### src/rtl/tfmm_pkg.sv
// Shared types and codes for the transposed filter matrix multiply unit.
package tfmm_pkg;

    // Input item kinds, carried on the slave tuser
    localparam logic [1:0] OP_FILTER = 2'd0;
    localparam logic [1:0] OP_ADDEND = 2'd1;
    localparam logic [1:0] OP_DATA   = 2'd2;

    // Configuration register indexes
    localparam logic [1:0] CFG_BLOCK_ORDER     = 2'd0;
    localparam logic [1:0] CFG_COLUMN_COUNT    = 2'd1;
    localparam logic [1:0] CFG_ACCUMULATE_MODE = 2'd2;

    // Hard limit on the filter order set by the 4-bit row/column fields
    localparam int FIELD_ROWS = 16;

    typedef enum logic [2:0] {
        ST_IDLE,
        ST_MAC,
        ST_DRAIN,
        ST_EMIT_RD,
        ST_EMIT_LD
    } t_state;

    // Accumulator write-back from the MAC stage
    typedef struct packed {
        logic        vld;
        logic [3:0]  col;
        logic [63:0] sum;
    } t_wb;

endpackage

### src/rtl/tfmm_mac.sv
// Multiply stage and saturating accumulate for one accumulator per cycle.
module tfmm_mac (
    input  logic              i_clk,
    input  logic              i_rst_n,
    input  logic              i_vld,
    input  logic [3:0]        i_col,
    input  logic [31:0]       i_coef,
    input  logic [31:0]       i_data,
    input  logic [63:0]       i_sum,
    output tfmm_pkg::t_wb     o_wb
);
    import tfmm_pkg::*;

    logic        r_vld;
    logic [3:0]  r_col;
    logic [63:0] r_prod;
    logic [63:0] r_sum;
    logic [63:0] w_add;
    logic        w_ovf;

    always_ff @(posedge i_clk) begin
        if (!i_rst_n) begin
            r_vld <= 1'b0;
        end else begin
            r_vld <= i_vld;
        end
    end

    always_ff @(posedge i_clk) begin
        r_col  <= i_col;
        r_prod <= 64'($signed(i_coef) * $signed(i_data));
        r_sum  <= i_sum;
    end

    // saturate at the signed 64-bit limits
    always_comb begin
        w_add = r_sum + r_prod;
        w_ovf = (r_sum[63] == r_prod[63]) && (w_add[63] != r_sum[63]);
        o_wb.vld = r_vld;
        o_wb.col = r_col;
        if (w_ovf) begin
            o_wb.sum = r_sum[63] ? {1'b1, 63'd0} : {1'b0, {63{1'b1}}};
        end else begin
            o_wb.sum = w_add;
        end
    end

endmodule

### config.mk
export PLATFORM = sky130hd
export DESIGN_NAME = tfmm_mac
export DESIGN_NICKNAME = d
export VERILOG_FILES = /design/src/rtl/tfmm_pkg.sv /design/src/rtl/tfmm_mac.sv
export SDC_FILE = /design/constraint.sdc
export NUM_CORES = 2
export LEC_CHECK = 0
export BUFFER_PORTS_ARGS = -buffer_cell sky130_fd_sc_hd__buf_4
export CELL_PAD_IN_SITES_DETAIL_PLACEMENT = 2
export CELL_PAD_IN_SITES_GLOBAL_PLACEMENT = 2
export CORE_MARGIN = 5
export CORE_UTILIZATION = 38
export CTS_BUF_LIST = sky130_fd_sc_hd__clkbuf_4
export DETAILED_ROUTE_END_ITERATION = 12
export PLACE_DENSITY = 0.85
export SLEW_MARGIN = 10
export SYNTH_ARGS = -nofsm -noshare
export SYNTH_HDL_FRONTEND = slang
export SYNTH_SLANG_ARGS = --single-unit
### constraint.sdc
create_clock -name i_clk -period 8.1 [get_ports i_clk]
set_clock_uncertainty 0.05 [all_clocks]
set_input_delay 0.405 -clock i_clk [delete_from_list [all_inputs] [get_ports i_clk]]
set_output_delay 0.405 -clock i_clk [all_outputs]
set_load 0.005 [all_outputs]
# Word level (Yosys, flattened, before mapping)
# Cells that the tools add are included.
# W data, S select, Z words.
[word_totals]
register_bits = 133
in_bits = 135
out_inout_bits = 69
word_cells = 11
[classes]
addsub = 1
multipliers = 1
eq_ne = 2
mux = 2
reduce_logical = 1
[op_table]
columns = ["op", "n"]
rows = [
  ["$mux W64", 2],
  ["$add A64 B64 Y64", 1],
  ["$mul A32 B32 Y64", 1],
  ["$eq A1 B1 Y1", 1],
  ["$logic_and A1 B1 Y1", 1],
  ["$ne A1 B1 Y1", 1],
]

# Logic depth before layout (Yosys ltp)
[logic_depth]
word_depth = 4
depth_mapped = 29
depth_no_buf = 27

# Worst setup path after synthesis
# No wires, ideal clock.
[synth_path]
path_kind = "in2reg"
from = "input i_data[2]"
to = "register r_prod[62]"
arrival_time_ns = 7.613
t_required_ns = 7.930
path_slack_ns = 0.318
cell_stages = 27
n_path_buf = 2
cell_sequence = "clkbuf_1 nand2_1 inv_1 fa_1 fa_1 fa_1 fa_1 inv_1 fa_1 inv_1 fa_1 inv_1 fa_1 inv_1 fa_1 ha_1 clkbuf_1 a21o_1 a21o_1 a21o_1 a21o_1 a21o_1 a21o_1 a21oi_1 nor2b_1 o21ai_0 a21boi_1"
[synth_via]
elab_chain_len = 1
[synth_rtl]
columns = ["element", "line_no", "rtl"]
rows = [
  ["start: declaration", "tfmm_mac.sv:8", "input logic [31:0] i_data,"],
  ["$mul A32 B32 Y64", "tfmm_mac.sv:31", "r_prod <= 64'($signed(i_coef) * $signed(i_data));"],
  ["end signal: assignment", "tfmm_mac.sv:31", ""],
  ["end: declaration", "tfmm_mac.sv:16", "logic [63:0] r_prod;"],
]
# No other way between the ends.
# A chain may end at the register's enable or synchronous reset.

# Final worst setup path
[layout_path]
from = "input i_data[3]"
to = "register r_prod[60]"
# The elaborated chain is that of the path after synthesis.

==> results.tsv <==
metric	value	unit
outcome	finished clean	
final setup fails	0	
top post-synthesis cells by area	fa_1, inv_1, and2_1, ha_1, dfxtp_1	
Critical Path RT	8.57	ns
GR peak layer	met2	
final wirelength	180.4	mm
FF+latch count, synth	133	
clk root buf	clkbuf_4	
vias in the first global route	43870	
global placer's final weighted congestion	0.8736	
Syn Inst Count	4635	
final critical-path share of the clock period	98.26	%
slowest CP cell	fa_1	
PortBufs	203	
Main synth FF type	dfxtp_1	
Post-DRT Antenna Nets	0	
overall die height	346.4	µm
Post-DP Area	46350	µm²
htree depth	4	
Post-Synthesis Cell Area	43010	µm²
Hold Path Stages	3	
fraction of final layout cells sized beyond drive strength 1	7.747	%
Crit path max-delay family	adder cells	
area leader, netlist	fa_1	
crit path max fanout	24	
DRT iter0 DRCs	1646	
DRC	0	
f_max	0.1256	GHz
All-Layer GR Usage	30.13	%
Setup crit start kind	input pin	
initial core utilization	38.23	%
Critical Path AT	8.43	ns
die area	120000	µm²
DRT Pass-1 Iters	6	
Yosys top cell area share	50.41	%
Worst slew margin	48.93	%
number of synthesized flops with an enable pin	0	
clk sinks	133	
Synth cell types	78	
post-detail-place hpwl	150.7	mm
IO Pins	204	
CP Capture Type	flop	
DR WL/cell	28.54	µm
clock buffer depth	2	
GRT met3 Usage	3.439	%
Setup CP Type	in2reg	
die width	346.4	µm
largest net degree at the start of global routing	57	
CP Buf/Inv Count	7	
syn_area_per_cell	9.280	µm²
sequential area share after synthesis	6.190	%
M2 GR Usage	58.21	%
CTS clock-pin slew for the worst setup and hold paths	0.14	ns
Congestion Overflow GR	0	
end of the worst hold path	r_prod[0]	
CTS tree	done	
Ys Warns	0	
first-pass GRT wire length	272.5	mm
synthesis-to-layout area growth	10.25	%
design area	47420	µm²
max-cap viol count	0	
worst hold path startpoint	i_data[0]	
ys async rst share	0	%
vias per cell	5.458	
CTS Buf Count	17	
Via Count	34490	
Slew @ Worst Pin	0.7614	ns
layout net count	6267	
initial antenna violation count	8	
Slew Viols, Final	0	
min-delay worst type	in2reg	
Max stage delay on crit path	0.64	ns
Rows	123	
Tmin final	7.959	ns
Fin. Hold Viols	0	
syn_nets	6100	
worst hold margin	0.3320	ns
met1 usage	29.28	%
Top cell by count, worst path	fa_1	
core area	112500	µm²
-- stage by stage --
stage / util (%) / worst slack (ns) / cells / TNS (ns)
floorplan: - / 0.3178 / 4635 / 0
global placement: 41.20 / 0.007617 / 6206 / 0
detailed placement: 41.20 / -0.5442 / 6206 / -3.290
CTS: 42.09 / 0.1081 / 6308 / 0
global route: 42.15 / -0.04346 / 6318 / -0.05712
finish: 42.15 / 0.1408 / 6319 / 0
-- metal layers --
metal	vias to the layer above	wire (µm)
li1	14130	-
met1	18290	58260
met4	2	16710
met2	1328	99090
met5	-	7
met3	743	6287
-- cell families (layout without fill, tap and decap cells) --
family	Yosys count	after routing	share of synthesized area, %
simple gates	1329	1329	15.52
other cells	0	4	0
fa+ha+maj	1330	1330	57.59
buf+inv	1231	1411	10.79
compound gates	487	487	7.351
flops	133	133	6.190
mux	3	3	0.07563
xor+xnor	122	122	2.484
-- cell usage in the layout (no fill, tap or decap), drive strengths merged, types with 8 or more instances in the layout --
cell type	synthesis	final
a211oi	12	12
o21a	14	14
nand2	548	548
dfxtp	133	133
nor3	15	15
nand4	24	24
a31oi	17	17
a21o	84	84
nor2b	17	17
a21oi	130	130
xor2	47	47
o31ai	14	14
clkbuf	230	21
fa	1083	1083
clkinv	1	8
xnor2	75	75
and3	18	18
o21ai	125	125
nand2b	21	21
ha	247	247
and2	520	520
nor4	12	12
o211ai	14	14
nand3	35	35
o21bai	18	18
inv	987	986
dlygate4sd3	0	70
nor2	96	96
buf	13	321
-- synthesized netlist by cell type (14+ instances only) --
library cell  instances
xor2_1               47
nor2b_1              17
nand4_1              24
o21bai_1             18
clkbuf_1            230
inv_1               987
o21ai_0              42
xnor2_1              75
dfxtp_1             133
fa_1               1083
ha_1                247
o21ai_1              80
nand2b_1             21
o211ai_1             14
and2_1              520
o21a_1               14
a21oi_1             130
nand2_1             548
nor3_1               14
and3_1               18
a21o_1               84
nor2_1               96
a31oi_1              15
nand3_1              35
-- flip-flops by register name, indices dropped and copies added, names as in the netlist --
| name | cells |
|---|---|
| r_prod | 64 |
| r_sum | 64 |
| r_col | 4 |
| r_vld | 1 |
-- cell type report --
class                   instances  area (µm²)
diodes                          4       10.01
clock buffers                  21       157.7
clock inverters                11       133.9
fillers                     12190       65080
inverters                     988        3712
multi-input cells            3271       35730
flip-flops and latches        133        2663
well taps                    1500        1877
repair buffers                391        3143
-- timing repair --
| item | in CTS | in global routing |
|---|---|---|
| resized for setup | 0 | 5 |
| buffers inserted | 0 | 7 |
| hold endpoints to repair | 69 | 0 |
| setup endpoints to repair | 0 | 1 |
| hold buffers | 70 | 0 |
-- worst max path at each step --
stage / startpoint / to / cells past startpoint
finish: i_data[3] / r_prod[60] / 27
global route: i_data[3] / r_prod[60] / 27
floorplan: i_data[2] / r_prod[62] / 27
global placement: i_data[15] / r_prod[58] / 24
detailed placement: i_data[5] / r_prod[60] / 28
CTS: i_data[5] / r_prod[60] / 28
Power is not shown: default switching activity piles up to over one toggle a cycle in this logic, so the estimate is an artifact.
